===== src/sv/ratacc_pkg.sv =====
package ratacc_pkg;

    localparam int WORD_BITS_DEF = 32;
    localparam int FIELD_BITS    = 32;

    localparam logic OP_ADD = 1'b0;
    localparam logic OP_MUL = 1'b1;

    localparam logic ALU_MUL = 1'b0;
    localparam logic ALU_DIV = 1'b1;

    typedef struct packed {
        logic start;
        logic mode;
    } t_alu_ctl;

endpackage


===== src/sv/rational_accumulator_add_mul_unit.sv =====
// Sequence: an add makes three passes of the shared multiply/divide unit, a multiply one pass
//   fewer; then Euclid remainder steps find the gcd, and two quotient passes divide it out of
//   the numerator and the denominator; a zero gcd skips both quotients.
// Throughput: one item at a time; input stalled from transfer until the cycle after the
//   result load; a stalled result holds the block in its final state.
// Reset: synchronous, active low; accumulator to 0/1, output empty.
module rational_accumulator_add_mul_unit #(
    parameter int WORD_BITS = ratacc_pkg::WORD_BITS_DEF
) (
    input  logic                                     i_clk,
    input  logic                                     i_rst_n,
    input  logic                                     i_in_valid,
    output logic                                     o_in_stall,
    input  logic                                     i_opcode,
    input  logic signed [ratacc_pkg::FIELD_BITS-1:0] i_operand_numerator,
    input  logic signed [ratacc_pkg::FIELD_BITS-1:0] i_operand_denominator,
    output logic                                     o_out_valid,
    input  logic                                     i_out_stall,
    output logic signed [ratacc_pkg::FIELD_BITS-1:0] o_result_numerator,
    output logic signed [ratacc_pkg::FIELD_BITS-1:0] o_result_denominator,
    output logic                                     o_zero_divisor_error
);
    import ratacc_pkg::*;

    localparam int EXT = WORD_BITS + FIELD_BITS;

    localparam logic [3:0] S_IDLE = 4'd0;
    localparam logic [3:0] S_MULA = 4'd1;
    localparam logic [3:0] S_MULB = 4'd2;
    localparam logic [3:0] S_MULD = 4'd3;
    localparam logic [3:0] S_GCHK = 4'd4;
    localparam logic [3:0] S_GREM = 4'd5;
    localparam logic [3:0] S_DIVN = 4'd6;
    localparam logic [3:0] S_DIVD = 4'd7;
    localparam logic [3:0] S_FIN  = 4'd8;

    function automatic logic [WORD_BITS-1:0] f_mag(input logic [WORD_BITS-1:0] v);
        return v[WORD_BITS-1] ? -v : v;
    endfunction

    logic [3:0]           r_state, n_state;
    logic                 r_go, n_go;
    logic                 r_op, n_op;
    logic                 r_err, n_err;
    logic [WORD_BITS-1:0] r_n2, n_n2, r_d2, n_d2, r_t, n_t;
    logic [WORD_BITS-1:0] r_num, n_num, r_den, n_den;
    logic [WORD_BITS-1:0] r_ga, n_ga, r_gb, n_gb;
    logic [WORD_BITS-1:0] r_acc_n, n_acc_n, r_acc_d, n_acc_d;
    logic                 r_out_valid, n_out_valid, r_out_err, n_out_err;
    logic [FIELD_BITS-1:0] r_out_n, n_out_n, r_out_d, n_out_d;

    logic [EXT-1:0]       in_n_ext, in_d_ext, acc_n_ext, acc_d_ext;
    logic                 alu_mode, alu_done;
    logic [WORD_BITS-1:0] alu_a, alu_b, alu_res, alu_rem, div_dvd;
    t_alu_ctl             alu_ctl;

    assign in_n_ext  = {{WORD_BITS{i_operand_numerator[FIELD_BITS-1]}}, i_operand_numerator};
    assign in_d_ext  = {{WORD_BITS{i_operand_denominator[FIELD_BITS-1]}},
                        i_operand_denominator};
    assign acc_n_ext = {{FIELD_BITS{1'b0}}, r_acc_n};
    assign acc_d_ext = {{FIELD_BITS{1'b0}}, r_acc_d};

    assign div_dvd = (r_state == S_DIVD) ? r_den : r_num;

    always_comb begin
        alu_mode = ALU_DIV;
        alu_a    = '0;
        alu_b    = '0;
        unique case (r_state)
            S_MULA: begin
                alu_mode = ALU_MUL;
                alu_a    = r_acc_n;
                alu_b    = (r_op == OP_ADD) ? r_d2 : r_n2;
            end
            S_MULB: begin
                alu_mode = ALU_MUL;
                alu_a    = r_acc_d;
                alu_b    = r_n2;
            end
            S_MULD: begin
                alu_mode = ALU_MUL;
                alu_a    = r_acc_d;
                alu_b    = r_d2;
            end
            S_GREM: begin
                alu_a = f_mag(r_ga);
                alu_b = f_mag(r_gb);
            end
            S_DIVN, S_DIVD: begin
                alu_a = f_mag(div_dvd);
                alu_b = f_mag(r_ga);
            end
            default: ;
        endcase
    end

    assign alu_ctl.start = r_go;
    assign alu_ctl.mode  = alu_mode;

    ratacc_alu #(
        .WORD_BITS (WORD_BITS)
    ) u_alu (
        .i_clk   (i_clk),
        .i_rst_n (i_rst_n),
        .i_ctl   (alu_ctl),
        .i_a     (alu_a),
        .i_b     (alu_b),
        .o_done  (alu_done),
        .o_res   (alu_res),
        .o_rem   (alu_rem)
    );

    always_comb begin
        n_state     = r_state;
        n_go        = 1'b0;
        n_op        = r_op;
        n_err       = r_err;
        n_n2        = r_n2;
        n_d2        = r_d2;
        n_t         = r_t;
        n_num       = r_num;
        n_den       = r_den;
        n_ga        = r_ga;
        n_gb        = r_gb;
        n_acc_n     = r_acc_n;
        n_acc_d     = r_acc_d;
        n_out_valid = r_out_valid;
        n_out_err   = r_out_err;
        n_out_n     = r_out_n;
        n_out_d     = r_out_d;

        if (r_out_valid && !i_out_stall) begin
            n_out_valid = 1'b0;
        end

        unique case (r_state)
            S_IDLE: begin
                if (i_in_valid) begin
                    n_op    = i_opcode;
                    n_n2    = in_n_ext[WORD_BITS-1:0];
                    n_d2    = in_d_ext[WORD_BITS-1:0];
                    n_err   = 1'b0;
                    n_go    = 1'b1;
                    n_state = S_MULA;
                end
            end
            S_MULA: begin
                if (alu_done) begin
                    n_t     = alu_res;
                    n_go    = 1'b1;
                    n_state = (r_op == OP_ADD) ? S_MULB : S_MULD;
                end
            end
            S_MULB: begin
                if (alu_done) begin
                    n_t     = r_t + alu_res;
                    n_go    = 1'b1;
                    n_state = S_MULD;
                end
            end
            S_MULD: begin
                if (alu_done) begin
                    n_num   = r_t;
                    n_den   = alu_res;
                    n_ga    = r_t;
                    n_gb    = alu_res;
                    n_state = S_GCHK;
                end
            end
            S_GCHK: begin
                if (r_gb != '0) begin
                    n_go    = 1'b1;
                    n_state = S_GREM;
                end else if (r_ga == '0) begin
                    n_err   = 1'b1;
                    n_state = S_FIN;
                end else begin
                    n_go    = 1'b1;
                    n_state = S_DIVN;
                end
            end
            S_GREM: begin
                if (alu_done) begin
                    n_ga    = r_gb;
                    n_gb    = r_ga[WORD_BITS-1] ? -alu_rem : alu_rem;
                    n_state = S_GCHK;
                end
            end
            S_DIVN: begin
                if (alu_done) begin
                    n_acc_n = (r_num[WORD_BITS-1] ^ r_ga[WORD_BITS-1]) ? -alu_res : alu_res;
                    n_go    = 1'b1;
                    n_state = S_DIVD;
                end
            end
            S_DIVD: begin
                if (alu_done) begin
                    n_acc_d = (r_den[WORD_BITS-1] ^ r_ga[WORD_BITS-1]) ? -alu_res : alu_res;
                    n_state = S_FIN;
                end
            end
            S_FIN: begin
                if (!r_out_valid || !i_out_stall) begin
                    n_out_valid = 1'b1;
                    n_out_n     = acc_n_ext[FIELD_BITS-1:0];
                    n_out_d     = acc_d_ext[FIELD_BITS-1:0];
                    n_out_err   = r_err;
                    n_state     = S_IDLE;
                end
            end
            default: n_state = S_IDLE;
        endcase
    end

    always_ff @(posedge i_clk) begin
        if (!i_rst_n) begin
            r_state     <= S_IDLE;
            r_go        <= 1'b0;
            r_acc_n     <= '0;
            r_acc_d     <= {{(WORD_BITS-1){1'b0}}, 1'b1};
            r_out_valid <= 1'b0;
        end else begin
            r_state     <= n_state;
            r_go        <= n_go;
            r_acc_n     <= n_acc_n;
            r_acc_d     <= n_acc_d;
            r_out_valid <= n_out_valid;
        end
        r_op      <= n_op;
        r_err     <= n_err;
        r_n2      <= n_n2;
        r_d2      <= n_d2;
        r_t       <= n_t;
        r_num     <= n_num;
        r_den     <= n_den;
        r_ga      <= n_ga;
        r_gb      <= n_gb;
        r_out_err <= n_out_err;
        r_out_n   <= n_out_n;
        r_out_d   <= n_out_d;
    end

    assign o_in_stall           = (r_state != S_IDLE);
    assign o_out_valid          = r_out_valid;
    assign o_result_numerator   = r_out_n;
    assign o_result_denominator = r_out_d;
    assign o_zero_divisor_error = r_out_err;

    a_out_from_fin: assert property (@(posedge i_clk) disable iff (!i_rst_n)
        $past(i_rst_n) && n_out_valid && !r_out_valid |-> r_state == S_FIN)
        else $error("result loaded outside final state");

    a_alu_done_busy: assert property (@(posedge i_clk) disable iff (!i_rst_n)
        alu_done |-> (r_state != S_IDLE && r_state != S_GCHK && r_state != S_FIN))
        else $error("unit finished with no operation pending");

    a_acc_den_update: assert property (@(posedge i_clk) disable iff (!i_rst_n)
        $past(i_rst_n) && !$stable(r_acc_d) |-> $past(r_state) == S_DIVD)
        else $error("accumulator denominator changed outside reduction");

endmodule


===== src/sv/ratacc_alu.sv =====
module ratacc_alu #(
    parameter int WORD_BITS = ratacc_pkg::WORD_BITS_DEF
) (
    input  logic                  i_clk,
    input  logic                  i_rst_n,
    input  ratacc_pkg::t_alu_ctl  i_ctl,
    input  logic [WORD_BITS-1:0]  i_a,
    input  logic [WORD_BITS-1:0]  i_b,
    output logic                  o_done,
    output logic [WORD_BITS-1:0]  o_res,
    output logic [WORD_BITS-1:0]  o_rem
);
    import ratacc_pkg::*;

    localparam int CW = $clog2(WORD_BITS);

    logic                 r_busy, n_busy;
    logic                 r_done, n_done;
    logic                 r_mode, n_mode;
    logic [CW-1:0]        r_cnt, n_cnt;
    logic [WORD_BITS-1:0] r_acc, n_acc;
    logic [WORD_BITS-1:0] r_sh, n_sh;
    logic [WORD_BITS-1:0] r_a, n_a;

    logic [WORD_BITS:0]   base, addend, sum;

    // one shared adder: shift-add multiply or restoring divide step
    always_comb begin
        if (r_mode == ALU_DIV) begin
            base   = {r_acc, r_sh[WORD_BITS-1]};
            addend = ~{1'b0, r_a};
        end else begin
            base   = {r_acc, 1'b0};
            addend = r_sh[WORD_BITS-1] ? {1'b0, r_a} : '0;
        end
        sum = base + addend + {{WORD_BITS{1'b0}}, (r_mode == ALU_DIV)};
    end

    always_comb begin
        n_busy = r_busy;
        n_done = 1'b0;
        n_mode = r_mode;
        n_cnt  = r_cnt;
        n_acc  = r_acc;
        n_sh   = r_sh;
        n_a    = r_a;
        if (i_ctl.start) begin
            n_busy = 1'b1;
            n_mode = i_ctl.mode;
            n_cnt  = CW'(WORD_BITS - 1);
            n_acc  = '0;
            n_sh   = (i_ctl.mode == ALU_DIV) ? i_a : i_b;
            n_a    = (i_ctl.mode == ALU_DIV) ? i_b : i_a;
        end else if (r_busy) begin
            if (r_mode == ALU_DIV) begin
                n_acc = sum[WORD_BITS] ? base[WORD_BITS-1:0] : sum[WORD_BITS-1:0];
                n_sh  = {r_sh[WORD_BITS-2:0], ~sum[WORD_BITS]};
            end else begin
                n_acc = sum[WORD_BITS-1:0];
                n_sh  = {r_sh[WORD_BITS-2:0], 1'b0};
            end
            n_cnt = r_cnt - 1'b1;
            if (r_cnt == '0) begin
                n_busy = 1'b0;
                n_done = 1'b1;
            end
        end
    end

    always_ff @(posedge i_clk) begin
        if (!i_rst_n) begin
            r_busy <= 1'b0;
            r_done <= 1'b0;
        end else begin
            r_busy <= n_busy;
            r_done <= n_done;
        end
        r_mode <= n_mode;
        r_cnt  <= n_cnt;
        r_acc  <= n_acc;
        r_sh   <= n_sh;
        r_a    <= n_a;
    end

    assign o_done = r_done;
    assign o_res  = (r_mode == ALU_DIV) ? r_sh : r_acc;
    assign o_rem  = r_acc;

endmodule

===== config.mk =====
export PLATFORM = sky130hd
export DESIGN_NAME = rational_accumulator_add_mul_unit
export DESIGN_NICKNAME = d
export VERILOG_FILES = /design/src/sv/ratacc_pkg.sv /design/src/sv/rational_accumulator_add_mul_unit.sv /design/src/sv/ratacc_alu.sv
export SDC_FILE = /design/constraint.sdc
export NUM_CORES = 1
export LEC_CHECK = 0
export ABC_AREA = 1
export BUFFER_PORTS_ARGS = -buffer_cell sky130_fd_sc_hd__buf_4
export CORE_ASPECT_RATIO = 1.1
export CORE_MARGIN = 2
export CORE_UTILIZATION = 40
export CTS_BUF_LIST = sky130_fd_sc_hd__clkbuf_4
export CTS_CLUSTER_DIAMETER = 120
export DETAILED_ROUTE_END_ITERATION = 10
export MAX_ROUTING_LAYER = met4
export PLACE_DENSITY = 0.68
export REMOVE_ABC_BUFFERS = 1
export SLEW_MARGIN = 5
export SYNTH_ARGS = -nofsm -noshare
export SYNTH_HDL_FRONTEND = slang
export SYNTH_SLANG_ARGS = --single-unit

===== constraint.sdc =====
create_clock -name i_clk -period 9.6 [get_ports i_clk]
set_input_delay 1.44 -clock i_clk [delete_from_list [all_inputs] [get_ports i_clk]]
set_output_delay 1.44 -clock i_clk [all_outputs]
set_load 0.01 [all_outputs]

# [Yosys cells after proc, flatten, opt, wreduce, memory -nomap -nowiden]
# Index checks and enable logic that the tools add are counted.
[classes] n_addsub=9 n_eq_ne=19 mux=57 n_bitwise=6 n_reduce_logical=28
[op_table] op="32-bit two-way mux" count=21
[op_table] op="32-bit case mux with 2 select lines" count=3
[op_table] op="32-bit negator" count=5
[op_table] op="32-bit case mux with 5 select lines" count=1
[op_table] op="32-bit case mux with 4 select lines" count=1
[op_table] op="4-bit two-way mux" count=9
[op_table] op="33-bit by 1-bit adder with 33-bit output" count=1
[op_table] op="33-bit adder" count=1
[op_table] op="33-bit two-way mux" count=1
[op_table] op="32-bit NOT with 33-bit output" count=1
[op_table] op="32-bit adder" count=1
[op_table] op="32-bit logical NOT" count=1
[op_table] op="4-bit case mux with 8 select lines" count=1
[op_table] op="32-bit nonzero test" count=1
[op_table] op="1-bit two-way mux" count=18
[op_table] op="4-bit by 3-bit equality test with 1-bit output, second input constant" count=4
[op_table] op="2-bit by 1-bit != test with 1-bit output, second input constant" count=7
[op_table] op="2-bit AND reduction" count=5
[op_table] op="3-bit OR reduction" count=3
[op_table] op="4-bit by 2-bit equality test with 1-bit output, second input constant" count=2
[op_table] op="2-bit != test, second input constant" count=4
[op_table] op="2-bit nonzero test" count=4
[op_table] op="7-bit AND reduction" count=1
[op_table] op="3-bit AND reduction" count=2
[op_table] op="other kinds (15)" count=21
[word_totals] reg_bits=465 output_inout_bits=67

# [Longest topological paths before layout]
# Gate-level depths: netlist of the first run.
[logic_depth] depth_word=8 ltp_mapped=23

# [By module]
# Synthesis of the first run repeated with hierarchy kept, for this count alone.
[unflattened] cells_unflattened=3949 hier_area_um2=29429.5
[by_module_without_submodules] mod="rational_accumulator_add_mul_unit" instances=1 cells_per_inst=2681 area_each_um2=21434.3
[by_module_without_submodules] mod="ratacc_alu" instances=1 cells_per_inst=1268 area_each_um2=7995.2

# [Worst setup path after synthesis of the first run]
# Ideal clock, no wire load.
[synth_path] kind="register -> register" from="reg r_state[3]" to="reg r_den[0] (enable)" setup_time_ns=0.565 arrival_time_ns=5.010 required_ns=9.035 setup_slack_ns=4.025 stages_incl_launch_ff=4 path_buffers=0 synth_period_minus_slack_ns=5.575 cell_sequence="dfxtp_1 > nor2_1 > inv_1 > nor3_1"
[synth_via] elab_chain_cells=2
[synth_lines] item="from (decl)" line_no="rational_accumulator_add_mul_unit.sv:41" text="logic [3:0] r_state, n_state;"
[synth_lines] item="from (signal assigned)" line_no="rational_accumulator_add_mul_unit.sv:223" text="r_state <= n_state;"
[synth_lines] item="4-bit by 2-bit equality test with 1-bit output" line_no="rational_accumulator_add_mul_unit.sv:136" text="unique case (r_state)"
[synth_lines] item="2-bit AND reduction (no line)"
[synth_lines] item="to (signal assigned)" line_no="rational_accumulator_add_mul_unit.sv:235" text="r_den <= n_den;"
[synth_lines] item="to (decl)" line_no="rational_accumulator_add_mul_unit.sv:46" text="logic [WORD_BITS-1:0] r_num, n_num, r_den, n_den;"
# Every way passes these cells.
# A chain may end at the register's enable or synchronous reset.

# [Worst setup path in the final report of the first run]
[layout_path] from="reg u_alu.r_mode" to="reg u_alu.r_acc[3], in the netlist u_alu.o_rem[3]"
[layout_via] elab_chain_cells=5 word_cells_on_any_way=6
[layout_lines] item="from (decl)" line_no="ratacc_alu.sv:19" text="logic r_mode, n_mode;"
[layout_lines] item="from (signal assigned)" line_no="ratacc_alu.sv:78" text="r_mode <= n_mode;"
[layout_lines] item="1-bit two-way mux or 33-bit two-way mux (tied branches)" line_no="ratacc_alu.sv:29" text="if (r_mode == ALU_DIV) begin"
[layout_lines] item="33-bit adder" line_no="ratacc_alu.sv:36" text="sum = base + addend + {{WORD_BITS{1'b0}}, (r_mode == ALU_DIV)};"
[layout_lines] item="33-bit by 1-bit adder with 33-bit output" line_no="ratacc_alu.sv:36"
[layout_lines] item="32-bit two-way mux" line_no="ratacc_alu.sv:56" text="n_acc = sum[WORD_BITS] ? base[WORD_BITS-1:0] : sum[WORD_BITS-1:0];"
[layout_lines] item="32-bit two-way mux *" line_no="ratacc_alu.sv:55" text="if (r_mode == ALU_DIV) begin"
[layout_lines] item="to (signal assigned)" line_no="ratacc_alu.sv:80" text="r_acc <= n_acc;"
[layout_lines] item="to (decl)" line_no="ratacc_alu.sv:21" text="logic [WORD_BITS-1:0] r_acc, n_acc;"
# Mark *: on every way between the ends. The rest lies on a longest branch, timed or not.

==> results of run 1 <==
-- cell usage in the layout, fill, tap and decap left out, types with 20 or more instances in the layout --
cell type	Yosys	layout
sky130_fd_sc_hd__clkbuf_4	1	196
sky130_fd_sc_hd__clkinv_1	2	32
sky130_fd_sc_hd__nand3_1	331	331
sky130_fd_sc_hd__dfxtp_1	109	108
sky130_fd_sc_hd__nand2_2	22	21
sky130_fd_sc_hd__nor2_1	241	235
sky130_fd_sc_hd__xnor2_1	33	31
sky130_fd_sc_hd__buf_4	1	185
sky130_fd_sc_hd__o211ai_1	24	24
sky130_fd_sc_hd__a21oi_1	229	229
sky130_fd_sc_hd__inv_2	21	23
sky130_fd_sc_hd__o21ai_2	20	20
sky130_fd_sc_hd__nand4_1	64	64
sky130_fd_sc_hd__nand2_1	955	955
sky130_fd_sc_hd__a22oi_1	21	21
sky130_fd_sc_hd__xor2_1	79	79
sky130_fd_sc_hd__o21ai_0	258	258
sky130_fd_sc_hd__inv_1	332	331
sky130_fd_sc_hd__edfxtp_1	356	356
sky130_fd_sc_hd__nand3b_1	32	32
sky130_fd_sc_hd__ha_1	69	69
sky130_fd_sc_hd__o21ai_1	28	28
sky130_fd_sc_hd__nor3_1	41	40
-- Yosys cell counts (all sizes together) (21+ instances only) --
cell type  instances
nand4             64
xor2              79
dfxtp            109
nand2            982
o21ai            308
a22oi             21
edfxtp           356
inv              354
xnor2             33
nor2             263
nor3              49
buf               53
a21oi            232
nand3b            32
or2               24
ha                69
nand3            339
o211ai            24
clkbuf            92
-- report_power, final --
part           leakage, nW  total (mW)  internal, mW  switching (mW)
Sequential            4.22        2.70          2.49           0.208
Combinational         8.13        3.37          1.00            2.37
Clock                 1.08        2.05          1.13           0.926
Total                 13.4        8.13          4.62            3.50
-- stage by stage --
| step | utilization (%) | power, mW | cells |
|---|---|---|---|
| 2_1_floorplan | - | 4.87 | 3453 |
| 3_3_place_gp | 43.1 | 6.02 | 4574 |
| 3_5_place_dp | 43.1 | 6.03 | 4574 |
| 4_1_cts | 45.8 | 8.11 | 4817 |
| 5_1_grt | 45.8 | 8.64 | 4821 |
| 6_report | 45.8 | 8.13 | 4821 |
-- final timing paths --
| path | startpoint | end | slack (ps) | cells after the start |
|---|---|---|---|---|
| worst min register to register | r_acc_n[2] | o_result_numerator[2] | 430 | 0 |
| worst max-delay path | u_alu.r_mode | u_alu.o_rem[3] | 4570 | 18 |
| worst max register to register | u_alu.r_mode | u_alu.o_rem[3] | 4570 | 18 |
| worst min-delay path | r_acc_n[2] | o_result_numerator[2] | 430 | 0 |
-- sequential cells by signal (all words and copies together) (netlist names), 4 cells and up --
signal                flops
u_alu.r_sh               32
r_acc_n                  32
u_alu.o_rem              32
r_n2                     32
r_num                    32
u_alu.r_cnt               5
r_den                    32
r_gb                     32
u_alu.r_a                32
o_result_numerator       32
o_result_denominator     32
r_d2                     32
r_state                   4
r_ga                     32
r_t                      32
r_acc_d                  32
-- metal layers --
layer	vias up	routed length (um)
met3	239	10100
met5	-	0
li1	12700	-
met1	12500	44400
met2	1373	48000
met4	0	5550
-- area by class of cell --
type | instances | area share, %
diodes | 4 | 0.0310
inverters | 356 | 4.14
flip-flops and latches | 465 | 39.8
multi-input cells | 2632 | 42.3
clock buffers | 196 | 4.55
well taps | 936 | 3.63
repair buffers | 185 | 4.30
clock inverters | 47 | 1.19
-- cell families (layout without fill, tap and decap cells) --
logic type	after synthesis	after routing
AND/OR/NAND/NOR	1772	1772
AO/OA/AOI/OAI	676	676
buffers and inverters	501	784
flip-flops	465	465
XOR/XNOR	112	112
adder cells (fa/ha/maj)	72	72
other	0	4
==> results.md, run 1 <==
- The count of flip-flops with a built-in enable after synthesis is around 360.
- In this run the worst hold path is classified as register to register.
- The first-pass GRT wire length is 160000 um.
- The number of antenna violations at the first check in global routing is 8.
- The synthesized netlist contains 64 unique library cells.
- The start-to-end type of the worst setup path is register to register.
- Setup repair after global routing left no endpoint under its margin.
- The run finished with clean final reports.
- The flip-flop cell with the highest count after synthesis is sky130_fd_sc_hd__edfxtp_1.
- The share of post-route cells with drive strength above 1 is 13.9%.
- For the pin with the worst max-slew slack, the measured transition is 1150 ps.
- The setup total negative slack is 0 ps.
- By area the synthesized netlist is led by sky130_fd_sc_hd__edfxtp_1, sky130_fd_sc_hd__nand2_1, sky130_fd_sc_hd__dfxtp_1.
- Setup violations remaining at the end of the flow were counted as 0.
- The number of standard-cell rows in the floorplan is ~100.
- The via count of the first global-routing pass is 25.6k.
- The number of H-tree branching levels is 4.
- The met2 track demand over resource is 45.1%.
- The placed instances occupy a cell area of a little over 30000 um2.
- Buffers inserted during clock tree synthesis total 132.
- The die covers 73500 um2.
- The layout-stage area growth over the synthesis result is 13.1%.
- Among cell families on the critical path, the largest total delay comes from simple AND/OR/NAND/NOR gates.
- Synthesis handed over a netlist of 3598 instances.
- The netlist area before placement is 28600 um2.
- In the synthesized netlist the async set-or-reset flop fraction comes to 0%.
- The power density relative to cell area is approximately 250 nW/um2.
- The worst path meets setup with 4570 ps of slack.
- The arithmetic-cell share of the synthesized area counting full adders, half adders and majority gates is 3.23%.
- The worst pin sits at a relative slew slack of 23.3%.
- The simple-gate share of the synthesized area is 27.4%.
- The worst slack at placement is between 4000 and 5000 ps.
- The maximum number of buffers from clock root to sink is 3.
- For the final database, setup skew stands at roughly 67 ps.
- The die is 284 um tall.
- The hold-fix buffer count after cts is 0.
- In this run the most used layer during global routing was met2.
- Using the TritonRoute via totals, the vias-per-cell ratio works out to around 5.6.
- The post-route clock period utilization is approximately 52%.
- In the global route stage, met3 resource usage came out at about 5.6%.
- Multiplexer cells account for 0% of the synthesized area.
- The clock reaches the later pin of the worst-skew pair after 1010 ps.
- The highest net fanout along the worst path is 38.
- Detailed placement finished with a half-perimeter wire length of 81300 um.
- For this run, global-route usage on met1 was measured as 38.8%.
- Post-CTS repair changed the size of 0 cells.
- The clock transition at the registers of the reported paths is ~70 ps.
- STA classifies the critical path endpoint as a register.
- The shortest period the worst path allows is 5030 ps.
- The proportion of netlist area held by the largest area contributor is 37.4%.
- After global routing the overflow that remains totals 0.
- The longest individual stage delay on the worst path is 910 ps.
- The number of top-level pins is 136.
- The worst setup path is launched from a register.
- In this run the remaining antenna-violating nets after routing total 0.
- The number of max-capacitance violations reported is 0.
- The overall fraction of global-route tracks in use is 30.1%.
- The routed design has between 100000 and 150000 um of wire.
- The number of register bits inferred by synthesis is about 470.
- The width of the die is 259 um.
- The number of hold violations in the final report is 0.
- The number of optimization iterations in the first detailed-route pass is 6.
- Traced cell by cell, the critical path runs through inv_2 > buf_4 > nand3_1 > o21ai_0 > ha_1 > nand2_1 > nor2_1 > inv_1 > nor4_1 > nand2_1 > nand3_1 > nand2_1 > nand2_1 > buf_4 > nand2_1 > nand2_1 > nand3_1 > nand2_1.
- The highest-delay cell along the critical path is sky130_fd_sc_hd__edfxtp_1.
- During synthesis, Yosys emitted a total of 0 warnings.
- The number of nets in the layout is just under 4k.
- In this run, the number of DRC markers left after iteration 0 of detailed routing was 3048.
- After detailed routing, the number of remaining DRC violations is 0.
- Clock tree synthesis found a total of 465 sinks.
- At the worst endpoint, the required time is 10530 ps.
- In the final routed layout, each cell accounts on average for 22.4 um.
- By area, the combinational part of the netlist is dominated by simple AND/OR/NAND/NOR gates.
- The CTS tree is built.
- The largest total area in the synthesized netlist belongs to sky130_fd_sc_hd__edfxtp_1.
- The maximum vdd ir drop is 0.000132 V.
- After synthesis, flip-flops and latches occupy 45.1% of the total area.
- The number of setup buffers added after CTS is 0.
- The effective utilization at floorplan is 40.5%.
- Summing the areas of all xor and xnor instances in the mapped netlist gives 3.44% of the synthesized area.
- Summing all non-filler instances in the final layout gives an area of 32300 um2.
- The data arrival time of the worst path is 5960 ps.
- In this run the clock root is driven by a sky130_fd_sc_hd__clkbuf_4.
- Summing the areas of all compound-gate instances in the mapped netlist gives 13.5% of the synthesized area.
- The worst slack on hold paths is 431 ps.
- The largest net degree at the start of global routing is 87.
- The core area is roughly 71000 um2.
- The highest clock frequency the design can meet is 199 MHz.
- The count of pins over their slew limit came to 0.
- The number of buffers and inverters on the critical path is 4.
- The standby leakage power is 13.4 nW.
- The total number of vias is 26.8k.
- In the final layout, the multi-input gates occupy 13700 um2.
- After synthesis, the mean cell area works out to just under 8 um2.
- The sequential cells in the finished layout cover a total of 12900 um2.
- The last weighted congestion value of the routability-driven placer is 1.01.
- The number of fillers in the final layout is about 7.0k.
- The number of I/O port buffers is around 140.
- The cell repeated most along the worst path is sky130_fd_sc_hd__nand2_1.
Note: power is estimated with default switching activity, not from simulation.
==> inputs of run 2 (changes only) <==
--- a/config.mk
+++ b/config.mk
@@ -5,7 +5,7 @@
 export SDC_FILE = /design/constraint.sdc
 export NUM_CORES = 1
 export LEC_CHECK = 0
-export ABC_AREA = 1
+export ABC_AREA = 0
 export BUFFER_PORTS_ARGS = -buffer_cell sky130_fd_sc_hd__buf_4
 export CORE_ASPECT_RATIO = 1.1
 export CORE_MARGIN = 2
@@ -14,7 +14,7 @@
 export CTS_CLUSTER_DIAMETER = 120
 export DETAILED_ROUTE_END_ITERATION = 10
 export MAX_ROUTING_LAYER = met4
-export PLACE_DENSITY = 0.68
+export PLACE_DENSITY = 0.7
 export REMOVE_ABC_BUFFERS = 1
 export SLEW_MARGIN = 5
 export SYNTH_ARGS = -nofsm -noshare
==> constraint.sdc (replaced) <==
create_clock -name i_clk -period 4.45 [get_ports i_clk]
set_input_delay 0.6675 -clock i_clk [delete_from_list [all_inputs] [get_ports i_clk]]
set_output_delay 0.6675 -clock i_clk [all_outputs]
set_load 0.01 [all_outputs]
==> results.md, run 2 <==
- The run finished with clean final reports.
- The start-to-end type of the worst setup path is register to register.
- The longest individual stage delay on the worst path is 550 ps.
- The layout-stage area growth over the synthesis result is 18.2%.
- The power density relative to cell area is 541 nW/um2.
- Leaving out fill and tap cells, the most frequent cells in the layout are sky130_fd_sc_hd__edfxtp_1, sky130_fd_sc_hd__nand2_1, sky130_fd_sc_hd__buf_4.
- The highest clock frequency the design can meet is between 200 and 250 MHz.
- The number of nets in the layout is 3116.
- The final worst clock skew is ~93 ps.
- The number of distinct library cells after synthesis is 84.
- By area the synthesized netlist is led by sky130_fd_sc_hd__edfxtp_1, sky130_fd_sc_hd__dfxtp_1, sky130_fd_sc_hd__xnor2_1.
- For this configuration, the core starts out at a cell density of 40.5%.
- The number of cell instances on the worst register-to-register path is 14.
- The maximum vdd ir drop is 0.000209 V.
- After the first detailed-routing iteration, the DRC count stood at 3177.
- In this run the most critical hold path is launched from i_out_stall.
- The clock net in this run drives a total of 465 sinks.
- Global routing used 26.4% of the available tracks across all layers.
- The number of register bits inferred by synthesis is 465.
- The worst pin sits at a relative slew slack of between 20 and 30%.
- The path class of the tightest hold or removal check is input pin to register.
- The hold path endpoint is o_out_valid.
- The number of buffers and inverters on the critical path is 3.
- The final routed DRC violation total is 0.
- The first global-routing pass estimated about 130000 um of wire.
- The detailed placement HPWL is 65200 um.
- The floorplan step set the die width to 249 um.
- Across all layers, the routed design uses 23.2k vias.
- The number of hold violations in the final report is 0.
- The share of post-route cells with drive strength above 1 is 16.4%.
- The highest-delay cell along the critical path is sky130_fd_sc_hd__edfxtp_1.
- The tool flagged a number of max-cap violations equal to 0.
- In this run the cell area of the synthesized design comes to 26400 um2.
- 136 I/O pins were placed.
- Synthesis produced a netlist whose cell count is 2688.
- The largest net degree at the start of global routing is 76.
- TritonCTS built the clock tree.
- The pre-antenna-repair detailed-routing pass consisted of 10 iterations.
- Cell internal power was estimated by the tool at between 10 and 15 mW.
- The cell count after placement is 3637.
- Of the total power, combinational logic draws 42.1%.
- The source-to-sink clock delay at the later pin of the worst-skew pair is 930 ps.
- Buffers inserted during clock tree synthesis total 120.
- The async set or reset register ratio after synthesis is 0%.
- For this run, the leading register cell type out of synthesis is sky130_fd_sc_hd__edfxtp_1.
- In this run, flip-flops and latches consume between 30% and 40% of the power.
- The count of placed standard cells in the final layout, fillers left out is approximately 4k.
- The count of warnings emitted by yosys is 0.
- The worst register-to-register path has a setup slack of 190 ps.
- The analysis attributes to net switching a power of 6.85 mW.
- The congestion estimate from routability-driven global placement came to 1.01.
- The critical path goes through clkinvlp_4 > o21ai_0 > ha_1 > a2111oi_2 > a21boi_1 > o211ai_1 > nor3_1 > o21ai_1 > a221oi_2 > buf_4 > mux2i_4 > buf_12 > mux2i_1 > o22ai_1.
- Setup repair after global routing left no endpoint under its margin.
- The average instance in the mapped netlist occupies 9.82 um2.
- The standby leakage power is 11.7 nW.
- The via count of the first global-routing pass is 21.5k.
- The most common cell in the synthesized netlist is sky130_fd_sc_hd__edfxtp_1.
- The remaining antenna violation count after routing is 0.
- The number of cells traversed by the worst hold path is 3.
- The kind of cell adding the most delay to the critical path is compound AO/OA/AOI/OAI gates.
- Setup violations remaining at the end of the flow were counted as 0.
- The total area inside the core boundary comes to roughly 65000 um2.
- The die outline area is 68100 um2.
- Dividing the detail-routed wire length by the instance count gives around 23 um.
- Row generation in the floorplan step produced 98 rows.
- STA classifies the critical path startpoint as a register.
- Along the worst path, the maximum fanout reaches 27.
- Data on the critical path is required at its endpoint by 5180 ps.
- Adding up every negative setup slack in the final design gives 0 ps.
- The proportion of netlist area held by the largest area contributor is roughly 41%.
- The fraction of power spent switching nets is 40.6%.
- Global routing finished with a remaining overflow of 0.
- The commonest cells after synthesis are sky130_fd_sc_hd__edfxtp_1, sky130_fd_sc_hd__nand2_1, sky130_fd_sc_hd__o21ai_0.
- Once layout is complete, the utilization of the core stands at a little under half.
- The clock share of power is between 20 and 25%.
- In this run the tool buffered the top-level ports with 135 buffer cells.
- The library cell used most frequently in the layout, excluding fill and tap cells, is sky130_fd_sc_hd__edfxtp_1.
- The end of the worst register-to-register path is u_alu.o_rem[1].
- The kind of end point of the critical path is a register.
- In the finished design, the share of the clock period the worst path needs comes to 95.6%.
- In this run the critical register-to-register path is launched from u_alu.r_mode.
- The clock transition at the registers of the reported paths is 80 ps.
- The count of pins over their slew limit was 0.
- The data arrival time of the worst path is 4990 ps.
- The shortest period the worst path allows is around 4300 ps.
- The vertical die dimension is 273 um.
- After detailed routing, the total wire length is 89500 um.
- Clock tree synthesis selected as its root buffer the cell sky130_fd_sc_hd__clkbuf_4.
- In this run, synthesis inferred 356 flip-flops with an integrated enable.
- The biggest area contributor in the post-synthesis netlist is sky130_fd_sc_hd__edfxtp_1.
- The via density per instance is 5.91.
- No sink is reached through more buffers than the 3 on the longest clock path.
- The H-tree generated during clock tree synthesis spans 3 levels.
- For the pin with the worst max-slew slack, the measured transition is 1090 ps.
- After synthesis, flip-flops and latches occupy between 40% and 50% of the total area.
- The number of antenna violations at the first check in global routing is 2.
[run 2: cell types whose count changed after synthesis, moves of 28 or more]
cell	before	now
sky130_fd_sc_hd__inv_1	332	68
sky130_fd_sc_hd__nor2_1	241	200
sky130_fd_sc_hd__mux2i_1	0	89
sky130_fd_sc_hd__nand3_1	331	63
sky130_fd_sc_hd__o31ai_1	2	39
sky130_fd_sc_hd__nand3b_1	32	4
sky130_fd_sc_hd__o21ai_0	258	225
sky130_fd_sc_hd__nand4_1	64	10
sky130_fd_sc_hd__a21oi_1	229	163
sky130_fd_sc_hd__nand2_1	955	321
sky130_fd_sc_hd__xnor2_1	33	149
sky130_fd_sc_hd__clkbuf_1	91	128
sky130_fd_sc_hd__or3_1	0	36
sky130_fd_sc_hd__and2_1	1	54
[run 2: worst reg2reg max path, stage by stage (launching register included)]
cell	delay (ps)
sky130_fd_sc_hd__edfxtp_1	550
sky130_fd_sc_hd__clkinvlp_4	290
sky130_fd_sc_hd__o21ai_0	230
sky130_fd_sc_hd__ha_1	310
sky130_fd_sc_hd__a2111oi_2	530
sky130_fd_sc_hd__a21boi_1	300
sky130_fd_sc_hd__o211ai_1	200
sky130_fd_sc_hd__nor3_1	240
sky130_fd_sc_hd__o21ai_1	170
sky130_fd_sc_hd__a221oi_2	280
sky130_fd_sc_hd__buf_4	170
sky130_fd_sc_hd__mux2i_4	260
sky130_fd_sc_hd__buf_12	230
sky130_fd_sc_hd__mux2i_1	240
sky130_fd_sc_hd__o22ai_1	80
[run 2: final cells by class]
| type | instances | area [um2] |
|---|---|---|
| clock buffers | 156 | 1170 |
| fillers | 6013 | 33900 |
| flip-flops and latches | 465 | 12900 |
| repair buffers | 325 | 2640 |
| clock inverters | 66 | 448 |
| diodes | 3 | 7.51 |
| inverters | 71 | 270 |
| multi-input cells | 1992 | 12700 |
| well taps | 850 | 1060 |
[run 2: how the worst max path moves through the flow]
stage / from / to / slack, ps / cells past startpoint
2_1_floorplan: u_alu.r_mode / u_alu.o_rem[12] / -3210 / 12
3_3_place_gp: u_alu.r_mode / u_alu.o_rem[1] / 360 / 13
3_5_place_dp: u_alu.r_mode / u_alu.o_rem[15] / 230 / 13
4_1_cts: u_alu.r_mode / u_alu.o_rem[15] / 180 / 13
5_1_grt: u_alu.r_mode / r_t[31] / 40 / 14
6_report: u_alu.r_mode / u_alu.o_rem[1] / 190 / 14
[run 2: per-layer routing]
metal	vias to the layer above	wire [um]	track usage [%]
li1	10600	-	-
met1	11000	36800	34.2
met2	1415	39200	39.5
met3	240	9290	5.33
met4	0	4140	13.0
met5	-	0	-
[run 2: power by group through the flow]
stage / sequential (mW) / clock, mW / combinational [mW]
floorplan: 5.86 / 0 / 4.22
global placement: 5.90 / 0 / 6.79
detailed placement: 5.90 / 0 / 6.83
CTS: 5.81 / 3.98 / 6.91
global route: 5.87 / 4.20 / 7.62
finish: 5.85 / 3.92 / 7.12
[run 2: cell families after synthesis]
logic type / count (synthesis) / share of synthesized area (%)
mux: 95 / 3.63
flops: 465 / 48.8
simple gates: 862 / 15.3
xor+xnor: 228 / 7.57
compound gates: 735 / 17.8
fa+ha+maj: 72 / 3.50
buf+inv: 231 / 3.36
[run 2: per-stage QoR]
step,setup slack [ps],total power [mW],hold WS [ps],area [um2]
after floorplan,-3210,10.1,400,25800
after global placement,364,12.7,449,28900
after detailed placement,228,12.7,446,28900
after CTS,185,16.7,59.3,31200
after global routing,36.6,17.7,125,31200
final,194,16.9,142,31200
[run 2: repair_timing]
item	CTS	global route
gates resized for setup	0	2
hold buffers	65	0
buffers inserted	0	1
endpoints found under the setup margin	0	14
endpoints found under the hold margin	65	0
